===== config.mk =====
export PLATFORM = sky130hd
export DESIGN_NAME = gps_ctrl
export DESIGN_NICKNAME = d
export VERILOG_FILES = /design/src/sv/genetic_parent_selector_unit_assert.svh /design/src/sv/gps_pkg.sv /design/src/sv/gps_ctrl.sv
export SDC_FILE = /design/constraint.sdc
export NUM_CORES = 1
export LEC_CHECK = 0
export BUFFER_PORTS_ARGS = -buffer_cell sky130_fd_sc_hd__buf_4
export CAP_MARGIN = 20
export CELL_PAD_IN_SITES_DETAIL_PLACEMENT = 1
export CELL_PAD_IN_SITES_GLOBAL_PLACEMENT = 1
export CORE_MARGIN = 4
export CORE_UTILIZATION = 32
export CTS_CLUSTER_DIAMETER = 40
export DETAILED_ROUTE_END_ITERATION = 16
export GPL_TIMING_DRIVEN = 0
export PLACE_DENSITY = 0.87
export SYNTH_ARGS = -nofsm -noshare
export SYNTH_HDL_FRONTEND = slang
export SYNTH_SLANG_ARGS = --single-unit

===== constraint.sdc =====
create_clock -name clk -period 1.96 [get_ports clk]
set_input_delay 0 -clock clk [delete_from_list [all_inputs] [get_ports clk]]
set_output_delay 0 -clock clk [all_outputs]
set_load 0.1 [all_outputs]

===== src/sv/genetic_parent_selector_unit_assert.svh =====
// ----------------------------------------------------------------------------
// Genetic parent selector assertion macros
// Concurrent property wrappers used by the selector top level.
// ----------------------------------------------------------------------------
`ifndef GENETIC_PARENT_SELECTOR_UNIT_ASSERT_SVH
`define GENETIC_PARENT_SELECTOR_UNIT_ASSERT_SVH

// same-cycle implication, disabled during reset
`define GPS_ASSERT_NOW(lbl, clk, rst, ante, cons) \
  lbl: assert property (@(posedge clk) disable iff (rst) (ante) |-> (cons)) \
    else $error("gps assertion failed");

// next-cycle implication, disabled during reset
`define GPS_ASSERT_NEXT(lbl, clk, rst, ante, cons) \
  lbl: assert property (@(posedge clk) disable iff (rst) (ante) |=> (cons)) \
    else $error("gps assertion failed");

`endif


===== src/sv/gps_pkg.sv =====
// ----------------------------------------------------------------------------
// Genetic parent selector package
// Shared codes, controller states and controller/datapath interface structs.
// ----------------------------------------------------------------------------
`timescale 1ns / 1ps

package gps_pkg;

  localparam int CNT_W    = 9;
  localparam int CFG_W    = 9;
  localparam int DATA_W   = 32;
  localparam int IDX_W    = 8;
  localparam int TDATA_W  = 136;

  typedef enum logic [1:0] {
    FUNC_CLEAR      = 2'd0,
    FUNC_LOAD       = 2'd1,
    FUNC_ROULETTE   = 2'd2,
    FUNC_TOURNAMENT = 2'd3
  } func_t;

  typedef enum logic [1:0] {
    VERDICT_COPY   = 2'd0,
    VERDICT_REINIT = 2'd1,
    VERDICT_KEEP   = 2'd2,
    VERDICT_DONE   = 2'd3
  } verdict_t;

  typedef enum logic {
    REG_POP_SIZE   = 1'b0,
    REG_COPY_CUTOFF = 1'b1
  } reg_idx_t;

  typedef enum logic [3:0] {
    ST_IDLE,
    ST_DISPATCH,
    ST_ROU,
    ST_TMUL,
    ST_TRDA,
    ST_TRDB,
    ST_TCMP,
    ST_JRD,
    ST_JWR,
    ST_DONE
  } state_t;

  typedef struct packed {
    logic capture;    // latch the accepted request
    logic upd;        // clear or load table update
    logic scan_init;  // restart roulette scan
    logic scan;       // advance roulette scan
    logic sel_scan;   // take scan hit as chosen member
    logic res_miss;   // roulette found nothing
    logic tmul;       // tournament index multiply
    logic rd_b;       // fitness read address: second contender
    logic cap_a;      // hold first contender fitness
    logic tcmp;       // pick tournament winner
    logic judge;      // copy count check and update
    logic out_load;   // move result into output register
  } ctrl_cmd_t;

  typedef struct packed {
    func_t func;
    logic  rou_hit;
    logic  rou_miss;
  } dp_status_t;

endpackage


===== src/sv/gps_ctrl.sv =====
// ----------------------------------------------------------------------------
// Genetic parent selector controller
// Sequences one request at a time and owns both handshakes.
// ----------------------------------------------------------------------------
`timescale 1ns / 1ps

module gps_ctrl (
  input  logic                 clk,
  input  logic                 rst,
  input  logic                 s_tvalid,
  output logic                 s_tready,
  output logic                 m_tvalid,
  input  logic                 m_tready,
  input  gps_pkg::dp_status_t  status,
  output gps_pkg::ctrl_cmd_t   cmd
);

  gps_pkg::state_t state;
  gps_pkg::state_t state_next;

  assign s_tready = (state == gps_pkg::ST_IDLE);

  always_ff @(posedge clk) begin
    if (rst) begin
      state    <= gps_pkg::ST_IDLE;
      m_tvalid <= 1'b0;
    end else begin
      state <= state_next;
      if (cmd.out_load) begin
        m_tvalid <= 1'b1;
      end else if (m_tready) begin
        m_tvalid <= 1'b0;
      end
    end
  end

  always_comb begin
    state_next = state;
    cmd        = '0;
    case (state)
      gps_pkg::ST_IDLE: begin
        if (s_tvalid) begin
          cmd.capture = 1'b1;
          state_next  = gps_pkg::ST_DISPATCH;
        end
      end
      gps_pkg::ST_DISPATCH: begin
        case (status.func)
          gps_pkg::FUNC_ROULETTE: begin
            cmd.scan_init = 1'b1;
            state_next    = gps_pkg::ST_ROU;
          end
          gps_pkg::FUNC_TOURNAMENT: begin
            state_next = gps_pkg::ST_TMUL;
          end
          default: begin
            cmd.upd    = 1'b1;
            state_next = gps_pkg::ST_DONE;
          end
        endcase
      end
      gps_pkg::ST_ROU: begin
        cmd.scan = 1'b1;
        if (status.rou_hit) begin
          cmd.sel_scan = 1'b1;
          state_next   = gps_pkg::ST_JRD;
        end else if (status.rou_miss) begin
          cmd.res_miss = 1'b1;
          state_next   = gps_pkg::ST_DONE;
        end
      end
      gps_pkg::ST_TMUL: begin
        cmd.tmul   = 1'b1;
        state_next = gps_pkg::ST_TRDA;
      end
      gps_pkg::ST_TRDA: begin
        state_next = gps_pkg::ST_TRDB;
      end
      gps_pkg::ST_TRDB: begin
        cmd.rd_b   = 1'b1;
        cmd.cap_a  = 1'b1;
        state_next = gps_pkg::ST_TCMP;
      end
      gps_pkg::ST_TCMP: begin
        cmd.tcmp   = 1'b1;
        state_next = gps_pkg::ST_JRD;
      end
      gps_pkg::ST_JRD: begin
        state_next = gps_pkg::ST_JWR;
      end
      gps_pkg::ST_JWR: begin
        cmd.judge  = 1'b1;
        state_next = gps_pkg::ST_DONE;
      end
      gps_pkg::ST_DONE: begin
        if (!m_tvalid || m_tready) begin
          cmd.out_load = 1'b1;
          state_next   = gps_pkg::ST_IDLE;
        end
      end
      default: begin
        state_next = gps_pkg::ST_IDLE;
      end
    endcase
  end

endmodule


**Word-level counts from Yosys, hierarchy flattened**

Index checks and enable logic that the tools add are counted.

- Register bits after elaboration: 5
- Bits in latches: 0
- Bits in writable memories: 0
- ROM bits: 0
- Bits of input ports: 8
- Output and inout bits: 14
- Logic and storage cells: 45
- Memories kept: 0

- Add/sub/neg operators: 0
- $mul: 0
- Div/mod/pow operators: 0
- Magnitude comparators: 0
- Equality and inequality tests: 14
- Shift-type cells: 0
- Multiplexer cells: 23
- Bitwise gates (word level): 0
- Reductions and logical operators: 6

Operators with widths:

| cell | number |
|---|---|
| case mux 4 bit (10 select lines) | 1 |
| == test 4 x 3 -> 1 bit, second input constant | 4 |
| 2-to-1 mux 4 bit | 4 |
| 2-to-1 mux 1 bit | 14 |
| == test 4 x 2 -> 1 bit, second input constant | 2 |
| == test 4 bit, second input constant | 2 |
| case mux 4 bit (2 select lines) | 1 |
| == test 2 bit, second input constant | 2 |
| == test 4 x 1 -> 1 bit, second input constant | 1 |
| zero test 4 bit | 1 |
| 2-to-1 mux 2 bit | 2 |
| inequality test 2 bit, second input constant | 2 |
| 2-to-1 mux 3 bit | 1 |
| inequality test 3 bit, second input constant | 1 |
| AND reduction 3 bit | 1 |
| nonzero test 2 bit | 1 |
| OR reduction 2 bit | 1 |
| zero test 1 bit | 1 |
| logical OR 1 bit | 1 |

**Longest topological paths before layout**

Gate-level depths: netlist (run 1).

- Word-level depth: 5
- Mapped depth: 5
- Mapped depth without buffers: 4

**Worst setup path before layout (run 1)**

Ideal clock, no wire load.

- Kind: register to output
- Start: reg state[3]
- End: out cmd[11] (netlist name)
- Data arrival time: 4458 ps
- Required time: 1960 ps
- Path slack: -2498 ps
- Stages on the path, launching flop included: 4
- Buffers on the path: 1
- Cells stage by stage: dfxtp_1 -> buf_4 -> nor4_1 -> and2_1

RTL lines:

| element | RTL line | text |
|---|---|---|
| start, declared | gps_ctrl.sv:18 | `gps_pkg::state_t state;` |
| start signal, assigned | gps_ctrl.sv:25 | `state <= gps_pkg::ST_IDLE;` |
| start signal, assigned | gps_ctrl.sv:28 | `state <= state_next;` |
| end, declared | gps_ctrl.sv:15 | `output gps_pkg::ctrl_cmd_t cmd` |

==> results of run 1 <==
synth_stat cells, drive strengths merged:
library cell and n:
nor2 7, buf 5, dfxtp 5, nand2b 5, a21oi 4, and2 2, and3b 2, nand3 2
nor2b 2, nor3 2, nor4 2, o22ai 2, a211oi 1, and3 1, mux2 1, mux2i 1
nand2 1, nand3b 1, nor4b 1, o211a 1, o21a 1, o21ai 1, o41ai 1, or2 1
or3 1
state kept, by name (all words and copies together) (netlist names):
name,cells
m_tvalid,1
state,4
repair_timing:
item,CTS,global route
hold buffers,1,0
setup buffers,0,0
endpoints found under the hold margin,3,0
cell usage in the layout, fill, tap and decap left out, types with 2 or more instances in the layout:
cell type                   n
sky130_fd_sc_hd__a21oi_1    3
sky130_fd_sc_hd__nand3_1    2
sky130_fd_sc_hd__clkbuf_4   3
sky130_fd_sc_hd__nor4_4     2
sky130_fd_sc_hd__dfxtp_1    5
sky130_fd_sc_hd__buf_4     23
sky130_fd_sc_hd__nand2b_1   4
sky130_fd_sc_hd__nor2_1     6
sky130_fd_sc_hd__buf_6      3
cell type report:
cell class / count / area, um^2
buffer: 5 / 48.8
fill: 168 / 597
clock buffer: 4 / 26.3
multi-input combinational: 43 / 359
tap: 15 / 18.8
sequential: 5 / 100
timing repair buffer: 22 / 168
layer usage:
layer | up-vias | global-route usage
met4 | 0 | 0.102
met1 | 236 | 0.192
met2 | 16 | 0.242
li1 | 242 | -
met3 | 4 | 0.0474
met5 | - | 0
through the flow:
stage / setup slack, ns / utilization
after floorplan: -0.261 / -
after global placement: 0.639 / 0.519
after detailed placement: 0.622 / 0.519
after CTS: 0.344 / 0.547
after global routing: 0.302 / 0.547
final: 0.365 / 0.547
worst max-delay path, delay by kind of cell, from the launching register on:
kind	cells	cell delay (ns)
simple gates	3	0.60
buf+inv	2	0.43
flops	1	0.30
kinds of logic (layout without fill, tap and decap cells):
family                 count (synthesis)  count (layout)
multiplexers                           2               2
flip-flops                             5               5
AO/OA/AOI/OAI                         11              11
buffers and inverters                  5              31
AND/OR/NAND/NOR                       30              30
worst paths after layout:
kind / end / slack, ns / cells after the start
worst min-delay path: m_tvalid / 0.09 / 3
worst max register to register: state[3] / 0.65 / 5
worst min register to register: m_tvalid / 0.55 / 2
worst max-delay path: cmd[0] / 0.37 / 5
power by group through the flow:
stage          Clock (mW)  Sequential, mW  Combinational [mW]
5_1_grt             0.133           0.126               0.515
6_report            0.122           0.124               0.486
4_1_cts             0.128           0.125               0.491
3_5_place_dp            0           0.126               0.488
2_1_floorplan           0           0.130               0.395
3_3_place_gp            0           0.125               0.482
==> run_summary.xml, run 1 <==
<?xml version="1.0" encoding="UTF-8"?>
<metrics>
  <group name="power">
    <metric name="net-switching-power" unit="uW">393</metric>
    <metric name="switching_share" unit="">0.537</metric>
    <metric name="power_density" unit="nW/um^2">1020</metric>
    <metric name="power_frac_clock" unit="">0.166</metric>
    <metric name="power_consumption" unit="uW">732</metric>
    <metric name="leakagePower" unit="nW">0.322</metric>
    <metric name="peakVddDrop" unit="mV">0.684</metric>
    <metric name="power_frac_seq" unit="">0.170</metric>
    <metric name="comb_power_share" unit="">0.664</metric>
    <metric name="internal_power" unit="uW">339</metric>
  </group>
  <group name="timing">
    <metric name="fin_tns_setup" unit="ns">0</metric>
    <metric name="fin_worst_hold_slack" unit="ns">0.0894</metric>
    <metric name="worstMarginPinSlew" unit="ns">0.277</metric>
    <metric name="slew_headroom" unit="">0.815</metric>
    <metric name="grt_setup_unrepaired" unit="">no</metric>
    <metric name="finalCriticalPeriod" unit="ns">1.59</metric>
    <metric name="final.period_utilization" unit="">0.814</metric>
    <metric name="clock.fmax" unit="MHz">627</metric>
    <metric name="final_hold_vios" unit="">0</metric>
    <metric name="finalMaxSlewViolations" unit="">0</metric>
    <metric name="setup_failing_eps_final" unit="">0</metric>
    <metric name="clock-skew-final" unit="ns">0.00367</metric>
  </group>
  <group name="floorplan">
    <metric name="floorplan.io_pins" unit="">22</metric>
    <metric name="die_x_extent" unit="um">45.8</metric>
    <metric name="start_util" unit="">0.347</metric>
    <metric name="placementRows" unit="">13</metric>
    <metric name="placeableCoreArea" unit="um^2">1320</metric>
    <metric name="die_height" unit="um">45.8</metric>
    <metric name="die_area" unit="um^2">2100</metric>
  </group>
  <group name="logic_synthesis">
    <metric name="synth_area" unit="um^2">457</metric>
    <metric name="synth-compound-area-share" unit="">0.195</metric>
    <metric name="syn_inst" unit="">53</metric>
    <metric name="leading_post_synthesis_cells_by_cell_area" unit="">sky130_fd_sc_hd__dfxtp_1, sky130_fd_sc_hd__nor2_1, sky130_fd_sc_hd__nand2b_1</metric>
    <metric name="yosysWarningCount" unit="">0</metric>
    <metric name="synth.avg_cell_area" unit="um^2">8.62</metric>
    <metric name="synth.top_cell.area_share" unit="">0.219</metric>
    <metric name="yosys.area_share.simple" unit="">0.441</metric>
    <metric name="synth.largest_area_cell" unit="">sky130_fd_sc_hd__dfxtp_1</metric>
    <metric name="synth_top_family_by_area" unit="">simple AND/OR/NAND/NOR gates</metric>
    <metric name="part_of_the_yosys_area_used_for_sequential_elements" unit="">0.219</metric>
    <metric name="synth_cell_types" unit="">30</metric>
    <metric name="synth-adder-area-share" unit="">0</metric>
    <metric name="synth_xor_xnor_area_share" unit="">0</metric>
    <metric name="synth_seq_cells" unit="">5</metric>
    <metric name="portion_of_netlist_area_occupied_by_mux_cells" unit="">0.0466</metric>
    <metric name="synth_nets" unit="">61</metric>
  </group>
  <group name="global_route">
    <metric name="overflow" unit="">0</metric>
    <metric name="grt_max_degree" unit="">11</metric>
    <metric name="grt_pass1_vias" unit="">498</metric>
    <metric name="grt_util_all_layers" unit="">0.159</metric>
    <metric name="initial_antenna_violation_count" unit="">0</metric>
    <metric name="global_route_wire_length_before_repair" unit="um">2280</metric>
  </group>
  <group name="worst_setup_path">
    <metric name="cp_data_required_time" unit="ns">1.96</metric>
    <metric name="worst_path_max_delay_cell" unit="">sky130_fd_sc_hd__or2_2</metric>
    <metric name="setup.worst_path.class" unit="">reg2out</metric>
    <metric name="cp.arrival" unit="ns">1.59</metric>
    <metric name="timing.critical_path.to_type" unit="">output pin</metric>
    <metric name="startpoint" unit="">state[1]</metric>
    <metric name="cell_by_cell_trace_of_the_critical_path" unit="">buf_6, nand2b_4, or2_2, nor2b_2, buf_4</metric>
    <metric name="path_max_fanout" unit="">10</metric>
    <metric name="cpPeakStageDelay" unit="ns">0.32</metric>
    <metric name="worst_setup_path_start_kind" unit="">flop</metric>
    <metric name="reg2reg_from" unit="">state[1]</metric>
  </group>
  <group name="cts">
    <metric name="max-clock-path-buffers" unit="">2</metric>
    <metric name="cts.htree.levels" unit="">1</metric>
    <metric name="path_clk_slew" unit="ns">0.04</metric>
    <metric name="cts_tree" unit="">yes</metric>
    <metric name="cts_buffers" unit="">3</metric>
    <metric name="clk-insertion-delay-late" unit="ns">0.25</metric>
    <metric name="cts.repair.resized" unit="">0</metric>
    <metric name="numClockSinks" unit="">5</metric>
    <metric name="clock-root-buffer" unit="">sky130_fd_sc_hd__clkbuf_4</metric>
  </group>
  <group name="placed_design">
    <metric name="place_inst" unit="">89</metric>
    <metric name="placedInstanceArea" unit="um^2">684</metric>
    <metric name="gpl.final_weighted_congestion" unit="">0.730</metric>
    <metric name="detailed_place_hpwl" unit="um">1060</metric>
    <metric name="port-buffer-count" unit="">21</metric>
  </group>
  <group name="job">
    <metric name="max_cap_viol_count" unit="">0</metric>
  </group>
  <group name="drt">
    <metric name="ant_nets" unit="">0</metric>
    <metric name="finalWirelength" unit="um">1350</metric>
    <metric name="detail_route.vias_per_cell" unit="">5.30</metric>
    <metric name="met2_length" unit="um">666</metric>
    <metric name="avgRoutedWirePerCell" unit="um">14.4</metric>
    <metric name="wirelength_met1" unit="um">548</metric>
    <metric name="drt_iter0_markers" unit="">6</metric>
    <metric name="topRoutingLayerUsed" unit="">met4</metric>
    <metric name="dr_wl_met3" unit="um">91</metric>
    <metric name="drt_first_pass_iters" unit="">2</metric>
    <metric name="detail_route.drc_violations" unit="">0</metric>
    <metric name="detailed_route_via_count" unit="">498</metric>
  </group>
  <group name="status">
    <metric name="status" unit="">finished, final reports clean</metric>
  </group>
  <group name="min_path">
    <metric name="hp-start" unit="">m_tready</metric>
    <metric name="hold_class" unit="">in2reg</metric>
  </group>
  <group name="cells_and_area">
    <metric name="instances_no_fill" unit="">94</metric>
    <metric name="layout-drive-gt1-share" unit="">0.595</metric>
    <metric name="final_instance_area" unit="um^2">721</metric>
    <metric name="syn2layout_area_growth" unit="%">57.8</metric>
    <metric name="diodes" unit="">0</metric>
    <metric name="final_net_count" unit="">88</metric>
  </group>
</metrics>
Note: power is estimated with default switching activity, not from simulation.
==> inputs of run 2 (changes only) <==
--- a/config.mk
+++ b/config.mk
@@ -10,11 +10,11 @@
 export CELL_PAD_IN_SITES_DETAIL_PLACEMENT = 1
 export CELL_PAD_IN_SITES_GLOBAL_PLACEMENT = 1
 export CORE_MARGIN = 4
-export CORE_UTILIZATION = 32
+export CORE_UTILIZATION = 27
 export CTS_CLUSTER_DIAMETER = 40
 export DETAILED_ROUTE_END_ITERATION = 16
 export GPL_TIMING_DRIVEN = 0
-export PLACE_DENSITY = 0.87
+export PLACE_DENSITY = 0.8
 export SYNTH_ARGS = -nofsm -noshare
 export SYNTH_HDL_FRONTEND = slang
 export SYNTH_SLANG_ARGS = --single-unit
==> constraint.sdc (replaced) <==
create_clock -name clk -period 1.41 [get_ports clk]
set_input_delay 0 -clock clk [delete_from_list [all_inputs] [get_ports clk]]
set_output_delay 0 -clock clk [all_outputs]
set_load 0.1 [all_outputs]
==> run 2 against run 1 <==
The flow now finishes with violations (negative setup slack); routed wire length grew 35%; sequential power grew 44%; sequential share of layout area shrank 3.3 points; die area grew 15%; worst hold slack gained 0.022 ns; clock skew shrank 0.0034 ns; via count grew 9.0%; final area grew 40%; power grew 73%; final cell count grew 13%; critical path depth is the same; clock-buffer cell count is the same; critical path type unchanged; highest routed layer is now met3.
==> run_summary.xml, run 2 (synthesis gave the netlist of run 1 again) <==
<?xml version="1.0" encoding="UTF-8"?>
<metrics>
  <group name="cts">
    <metric name="cts.htree.levels" unit="">1</metric>
    <metric name="clk-insertion-delay-late" unit="ns">0.24</metric>
    <metric name="numClockSinks" unit="">5</metric>
    <metric name="cts_tree" unit="">yes</metric>
    <metric name="clock-root-buffer" unit="">sky130_fd_sc_hd__clkbuf_4</metric>
    <metric name="path_clk_slew" unit="ns">0.04</metric>
    <metric name="max-clock-path-buffers" unit="">2</metric>
    <metric name="cts_buffers" unit="">3</metric>
  </group>
  <group name="power">
    <metric name="comb_power_share" unit="">0.730</metric>
    <metric name="internal_power" unit="uW">642</metric>
    <metric name="switching_share" unit="">0.493</metric>
    <metric name="peakVddDrop" unit="mV">0.813</metric>
    <metric name="net-switching-power" unit="uW">624</metric>
    <metric name="power_density" unit="nW/um^2">1260</metric>
    <metric name="power_frac_seq" unit="">0.141</metric>
    <metric name="leakagePower" unit="nW">0.426</metric>
    <metric name="power_consumption" unit="mW">1.27</metric>
    <metric name="power_frac_clock" unit="">0.129</metric>
  </group>
  <group name="cells_and_area">
    <metric name="diodes" unit="">0</metric>
    <metric name="layout.cells.most_common_list" unit="">sky130_fd_sc_hd__buf_4, sky130_fd_sc_hd__buf_12, sky130_fd_sc_hd__buf_6</metric>
    <metric name="final_util" unit="">0.646</metric>
    <metric name="top_register" unit="">state</metric>
    <metric name="top_regs" unit="">state x4, m_tvalid x1</metric>
    <metric name="instances_no_fill" unit="">106</metric>
    <metric name="most_common_library_cell_in_the_layout_ignoring_fill_and_taps" unit="">sky130_fd_sc_hd__buf_4</metric>
    <metric name="largest_reg_flops" unit="">4</metric>
    <metric name="syn2layout_area_growth" unit="%">121</metric>
    <metric name="final_net_count" unit="">99</metric>
    <metric name="layout-drive-gt1-share" unit="">0.767</metric>
    <metric name="num-fill-cells" unit="">164</metric>
  </group>
  <group name="floorplan">
    <metric name="die_height" unit="um">49.1</metric>
    <metric name="placementRows" unit="">14</metric>
    <metric name="floorplan.io_pins" unit="">22</metric>
    <metric name="start_util" unit="">0.293</metric>
    <metric name="die_area" unit="um^2">2410</metric>
    <metric name="placeableCoreArea" unit="um^2">1560</metric>
    <metric name="die_x_extent" unit="um">49.1</metric>
  </group>
  <group name="worst_setup_path">
    <metric name="path_max_fanout" unit="">7</metric>
    <metric name="worst_setup_path_start_kind" unit="">flop</metric>
    <metric name="setup.worst_path.class" unit="">reg2out</metric>
    <metric name="timing.critical_path.to_type" unit="">output pin</metric>
    <metric name="cp.arrival" unit="ns">1.47</metric>
    <metric name="setup.reg_to_reg.worst_slack" unit="ns">0.01</metric>
    <metric name="r2r-end" unit="">state[3]</metric>
    <metric name="cp_data_required_time" unit="ns">1.41</metric>
    <metric name="ff2ff_path_depth" unit="">6</metric>
    <metric name="reg2reg_from" unit="">state[1]</metric>
  </group>
  <group name="timing">
    <metric name="slew_headroom" unit="">0.802</metric>
    <metric name="clock.fmax" unit="MHz">681</metric>
    <metric name="worstMarginPinSlew" unit="ns">0.296</metric>
    <metric name="clock-skew-final" unit="ns">0.000278</metric>
    <metric name="finalCriticalPeriod" unit="ns">1.47</metric>
    <metric name="final_critical_path_setup_slack" unit="ns">-0.0592</metric>
    <metric name="grt_setup_unrepaired" unit="">yes</metric>
    <metric name="setup_failing_eps_final" unit="">6</metric>
    <metric name="final.period_utilization" unit="">1.04</metric>
    <metric name="fin_worst_hold_slack" unit="ns">0.112</metric>
    <metric name="finalMaxSlewViolations" unit="">0</metric>
    <metric name="final_hold_vios" unit="">0</metric>
  </group>
  <group name="global_route">
    <metric name="grt_max_degree" unit="">11</metric>
    <metric name="grt_pass1_vias" unit="">576</metric>
    <metric name="global_route_wire_length_before_repair" unit="um">2830</metric>
    <metric name="overflow" unit="">0</metric>
    <metric name="grt_util_all_layers" unit="">0.153</metric>
    <metric name="initial_antenna_violation_count" unit="">0</metric>
  </group>
  <group name="drt">
    <metric name="avgRoutedWirePerCell" unit="um">17.2</metric>
    <metric name="finalWirelength" unit="um">1820</metric>
    <metric name="drt_iter0_markers" unit="">3</metric>
    <metric name="ant_nets" unit="">0</metric>
    <metric name="drt_first_pass_iters" unit="">2</metric>
    <metric name="detail_route.vias_per_cell" unit="">5.12</metric>
    <metric name="detailed_route_via_count" unit="">543</metric>
    <metric name="detail_route.drc_violations" unit="">0</metric>
  </group>
  <group name="placed_design">
    <metric name="place_inst" unit="">90</metric>
    <metric name="port-buffer-count" unit="">21</metric>
    <metric name="detailed_place_hpwl" unit="um">1080</metric>
    <metric name="gpl.final_weighted_congestion" unit="">0.741</metric>
  </group>
  <group name="min_path">
    <metric name="hold_class" unit="">in2reg</metric>
    <metric name="hold_depth" unit="">3</metric>
    <metric name="hp-start" unit="">m_tready</metric>
    <metric name="whs_endpoint" unit="">m_tvalid</metric>
  </group>
  <group name="job">
    <metric name="max_cap_viol_count" unit="">0</metric>
  </group>
  <group name="status">
    <metric name="violated_checks" unit="">negative setup slack</metric>
    <metric name="status" unit="">finished, violations left</metric>
  </group>
</metrics>
-- run 2: power by group through the flow --
stage | Combinational [mW] | Sequential (mW) | Clock (mW)
floorplan | 0.568 | 0.180 | 0
global placement | 0.691 | 0.174 | 0
detailed placement | 0.701 | 0.175 | 0
CTS | 0.818 | 0.175 | 0.171
global route | 0.964 | 0.181 | 0.196
finish | 0.924 | 0.179 | 0.163
-- run 2: critical path, cell delays in order (launching register included) --
cell and delay, ns:
sky130_fd_sc_hd__dfxtp_2 0.31, sky130_fd_sc_hd__buf_6 0.13, sky130_fd_sc_hd__buf_4 0.15, sky130_fd_sc_hd__nor4_4 0.25, sky130_fd_sc_hd__and2_4 0.21, sky130_fd_sc_hd__buf_12 0.17
-- run 2: routing by layer --
layer / wire (um) / share of wire / global-route usage
met5: 0 / 0 / 0
met4: 0 / 0 / 0.0284
met3: 56 / 0.031 / 0.0489
met2: 1050 / 0.57 / 0.299
met1: 719 / 0.39 / 0.156
-- run 2: worst max-delay path by stage --
stage	start	to
after global placement	state[1]	state[3]
after floorplan	state[2]	cmd[11]
after detailed placement	state[0]	cmd[6]
after CTS	state[2]	cmd[6]
after global routing	state[0]	cmd[6]
final	state[0]	cmd[11]
-- run 2: metrics by stage --
step | cell area [um^2] | setup TNS, ns | worst slack (ns)
2_1_floorplan | 548 | -5.03 | -0.794
3_3_place_gp | 726 | 0 | 0.104
3_5_place_dp | 726 | 0 | 0.0803
4_1_cts | 931 | -0.273 | -0.0933
5_1_grt | 1010 | -0.853 | -0.133
6_report | 1010 | -0.200 | -0.0592
-- run 2: timing repair --
action                     CTS  global route
hold buffers                 1             0
hold endpoints to repair     3             0
resized for setup           28            15
setup buffers                6             6
setup endpoints to repair   10            13
pin swaps                    5             8
gates cloned                 0             0
-- run 2: area by class of cell --
type	count	area [um^2]	area share
Buffer	4	45.0	0.0447
Clock buffer	4	26.3	0.0261
Multi-Input combinational cell	43	419	0.416
Sequential cell	5	106	0.106
Tap cell	16	20.0	0.0199
Timing Repair Buffer	34	390	0.388
==> inputs of run 3 (changes only) <==
--- a/config.mk
+++ b/config.mk
@@ -14,7 +14,7 @@
 export CTS_CLUSTER_DIAMETER = 40
 export DETAILED_ROUTE_END_ITERATION = 16
 export GPL_TIMING_DRIVEN = 0
-export PLACE_DENSITY = 0.8
+export PLACE_DENSITY_LB_ADDON = 0.3
 export SYNTH_ARGS = -nofsm -noshare
 export SYNTH_HDL_FRONTEND = slang
 export SYNTH_SLANG_ARGS = --single-unit
==> run 3 against run 2 <==
The flow still finishes with violations (negative setup slack); clock-buffer cell count is the same; first-iteration DRC count is the same; sequential share of layout area grew 0.11 points; combinational power shrank 3.0%; largest cell class unchanged; register-to-register slack is essentially flat; power shrank 0.53%; global-route usage shrank 0.11 points; non-clock buffer count shrank 1; clock power grew 13%; clock skew grew 0.0060 ns; routed wire length grew 1.1%; flip-flop and latch count is the same.
==> run_summary.xml, run 3 (synthesis gave the netlist of run 1 again) <==
<?xml version="1.0" encoding="UTF-8"?>
<metrics>
  <group name="placed_design">
    <metric name="placedInstanceArea" unit="um^2">726</metric>
    <metric name="place_inst" unit="">90</metric>
    <metric name="setup_slack_placement" unit="ns">0.0594</metric>
    <metric name="gpl.final_weighted_congestion" unit="">0.728</metric>
    <metric name="port-buffer-count" unit="">21</metric>
    <metric name="detailed_place_hpwl" unit="um">999</metric>
  </group>
  <group name="timing">
    <metric name="finalCriticalPeriod" unit="ns">1.48</metric>
    <metric name="final_hold_vios" unit="">0</metric>
    <metric name="grt_setup_unrepaired" unit="">yes</metric>
    <metric name="clock.fmax" unit="MHz">675</metric>
    <metric name="clock-skew-final" unit="ns">0.00627</metric>
    <metric name="slew_headroom" unit="">0.807</metric>
    <metric name="final.period_utilization" unit="">1.05</metric>
    <metric name="setup_failing_eps_final" unit="">4</metric>
    <metric name="finalMaxSlewViolations" unit="">0</metric>
    <metric name="final_critical_path_setup_slack" unit="ns">-0.0715</metric>
    <metric name="worstMarginPinSlew" unit="ns">0.288</metric>
    <metric name="fin_worst_hold_slack" unit="ns">0.0926</metric>
  </group>
  <group name="worst_setup_path">
    <metric name="setup.reg_to_reg.worst_slack" unit="ns">0.01</metric>
    <metric name="cp_data_required_time" unit="ns">1.41</metric>
    <metric name="worst_path_max_delay_cell" unit="">sky130_fd_sc_hd__nor4b_4</metric>
    <metric name="cpPeakStageDelay" unit="ns">0.34</metric>
    <metric name="ff2ff_path_depth" unit="">6</metric>
    <metric name="critPathBufInv" unit="">2</metric>
    <metric name="cell_by_cell_trace_of_the_critical_path" unit="">buf_12, nor4b_4, and3b_4, buf_12</metric>
    <metric name="cell_seen_most_often_among_critical_path_stages" unit="">sky130_fd_sc_hd__buf_12</metric>
    <metric name="reg2reg_from" unit="">state[0]</metric>
    <metric name="timing.critical_path.to_type" unit="">output pin</metric>
    <metric name="critical_path_depth" unit="">4</metric>
    <metric name="setup.worst_path.class" unit="">reg2out</metric>
    <metric name="path_max_fanout" unit="">6</metric>
    <metric name="worst_path_dominant_cell_family" unit="">simple AND/OR/NAND/NOR gates</metric>
    <metric name="r2r-end" unit="">state[3]</metric>
    <metric name="cp.arrival" unit="ns">1.48</metric>
    <metric name="worst_setup_path_start_kind" unit="">flop</metric>
  </group>
  <group name="floorplan">
    <metric name="die_height" unit="um">49.1</metric>
    <metric name="placementRows" unit="">14</metric>
    <metric name="placeableCoreArea" unit="um^2">1560</metric>
    <metric name="die_x_extent" unit="um">49.1</metric>
    <metric name="start_util" unit="">0.293</metric>
    <metric name="floorplan.io_pins" unit="">22</metric>
    <metric name="die_area" unit="um^2">2410</metric>
  </group>
  <group name="drt">
    <metric name="avgRoutedWirePerCell" unit="um">17.6</metric>
    <metric name="drt_iter0_markers" unit="">3</metric>
    <metric name="finalWirelength" unit="um">1840</metric>
    <metric name="ant_nets" unit="">0</metric>
    <metric name="detailed_route_via_count" unit="">547</metric>
    <metric name="detail_route.vias_per_cell" unit="">5.21</metric>
    <metric name="drt_first_pass_iters" unit="">2</metric>
    <metric name="detail_route.drc_violations" unit="">0</metric>
  </group>
  <group name="global_route">
    <metric name="initial_antenna_violation_count" unit="">0</metric>
    <metric name="overflow" unit="">0</metric>
    <metric name="grt_util_all_layers" unit="">0.152</metric>
    <metric name="grt_max_degree" unit="">11</metric>
    <metric name="grt_pass1_vias" unit="">522</metric>
    <metric name="global_route_wire_length_before_repair" unit="um">2640</metric>
  </group>
  <group name="job">
    <metric name="max_cap_viol_count" unit="">0</metric>
  </group>
  <group name="power">
    <metric name="power_density" unit="nW/um^2">1290</metric>
    <metric name="leakagePower" unit="nW">0.415</metric>
    <metric name="peakVddDrop" unit="mV">0.891</metric>
    <metric name="power_consumption" unit="mW">1.26</metric>
  </group>
  <group name="min_path">
    <metric name="whs_endpoint" unit="">m_tvalid</metric>
    <metric name="hold_class" unit="">in2reg</metric>
    <metric name="hp-start" unit="">m_tready</metric>
    <metric name="hold_depth" unit="">3</metric>
  </group>
  <group name="cells_and_area">
    <metric name="multi_input_comb_area" unit="um^2">409</metric>
    <metric name="num-fill-cells" unit="">170</metric>
    <metric name="seqCellArea" unit="um^2">104</metric>
    <metric name="layout-drive-gt1-share" unit="">0.719</metric>
    <metric name="layout.cells.most_common_list" unit="">sky130_fd_sc_hd__buf_4, sky130_fd_sc_hd__buf_12, sky130_fd_sc_hd__buf_6</metric>
    <metric name="final_net_count" unit="">98</metric>
    <metric name="most_common_library_cell_in_the_layout_ignoring_fill_and_taps" unit="">sky130_fd_sc_hd__buf_4</metric>
    <metric name="final_instance_area" unit="um^2">973</metric>
    <metric name="diodes" unit="">0</metric>
    <metric name="top_register" unit="">state</metric>
    <metric name="top_regs" unit="">state x4, m_tvalid x1</metric>
    <metric name="syn2layout_area_growth" unit="%">113</metric>
    <metric name="largest_reg_flops" unit="">4</metric>
    <metric name="instances_no_fill" unit="">105</metric>
  </group>
  <group name="cts">
    <metric name="numClockSinks" unit="">5</metric>
    <metric name="cts_tree" unit="">yes</metric>
    <metric name="cts_buffers" unit="">3</metric>
    <metric name="clock-root-buffer" unit="">sky130_fd_sc_hd__clkbuf_4</metric>
    <metric name="max-clock-path-buffers" unit="">2</metric>
    <metric name="clk-insertion-delay-late" unit="ns">0.26</metric>
    <metric name="path_clk_slew" unit="ns">0.05</metric>
    <metric name="cts.htree.levels" unit="">1</metric>
  </group>
  <group name="status">
    <metric name="violated_checks" unit="">negative setup slack</metric>
    <metric name="status" unit="">finished, violations left</metric>
  </group>
</metrics>
## run 3: routing by layer
| metal | global-route usage | share of wire |
|---|---|---|
| met5 | 0 | 0 |
| met3 | 0.0489 | 0.031 |
| met4 | 0.114 | 0.022 |
| met1 | 0.178 | 0.37 |
| met2 | 0.228 | 0.58 |
## run 3: how the worst max path moves through the flow
stage	start	to	slack [ns]
6_report	state[0]	cmd[6]	-0.07
5_1_grt	state[0]	cmd[6]	-0.14
4_1_cts	state[2]	cmd[6]	-0.09
3_5_place_dp	state[1]	state[3]	0.06
3_3_place_gp	state[1]	state[3]	0.07
2_1_floorplan	state[2]	cmd[11]	-0.79
## run 3: cell type report
cell class	instances	area share
tap	16	0.0206
buffer	5	0.0758
multi-input combinational	43	0.420
sequential	5	0.107
clock buffer	4	0.0270
timing repair buffer	32	0.350
## run 3: stage by stage
stage	utilization	setup TNS, ns
after global placement	0.465	0
after detailed placement	0.465	0
after CTS	0.577	-0.199
after floorplan	-	-5.03
final	0.624	-0.134
after global routing	0.624	-0.868
## run 3: timing repair
action,4_1_cts,5_1_grt
pin swaps,5,9
setup buffers,5,5
resized for setup,23,9
endpoints found under the hold margin,3,0
hold buffers,1,0
setup endpoints to repair,10,13
## run 3: worst min-delay path: stages
cell                       delay [ns]
sky130_fd_sc_hd__buf_4           0.08
sky130_fd_sc_hd__nand2b_1        0.14
sky130_fd_sc_hd__a21oi_1         0.09
## run 3: power by group
group          total, mW  internal (mW)  switching (mW)
logic              0.896          0.356           0.541
registers          0.179          0.162          0.0168
clock network      0.184          0.108          0.0756
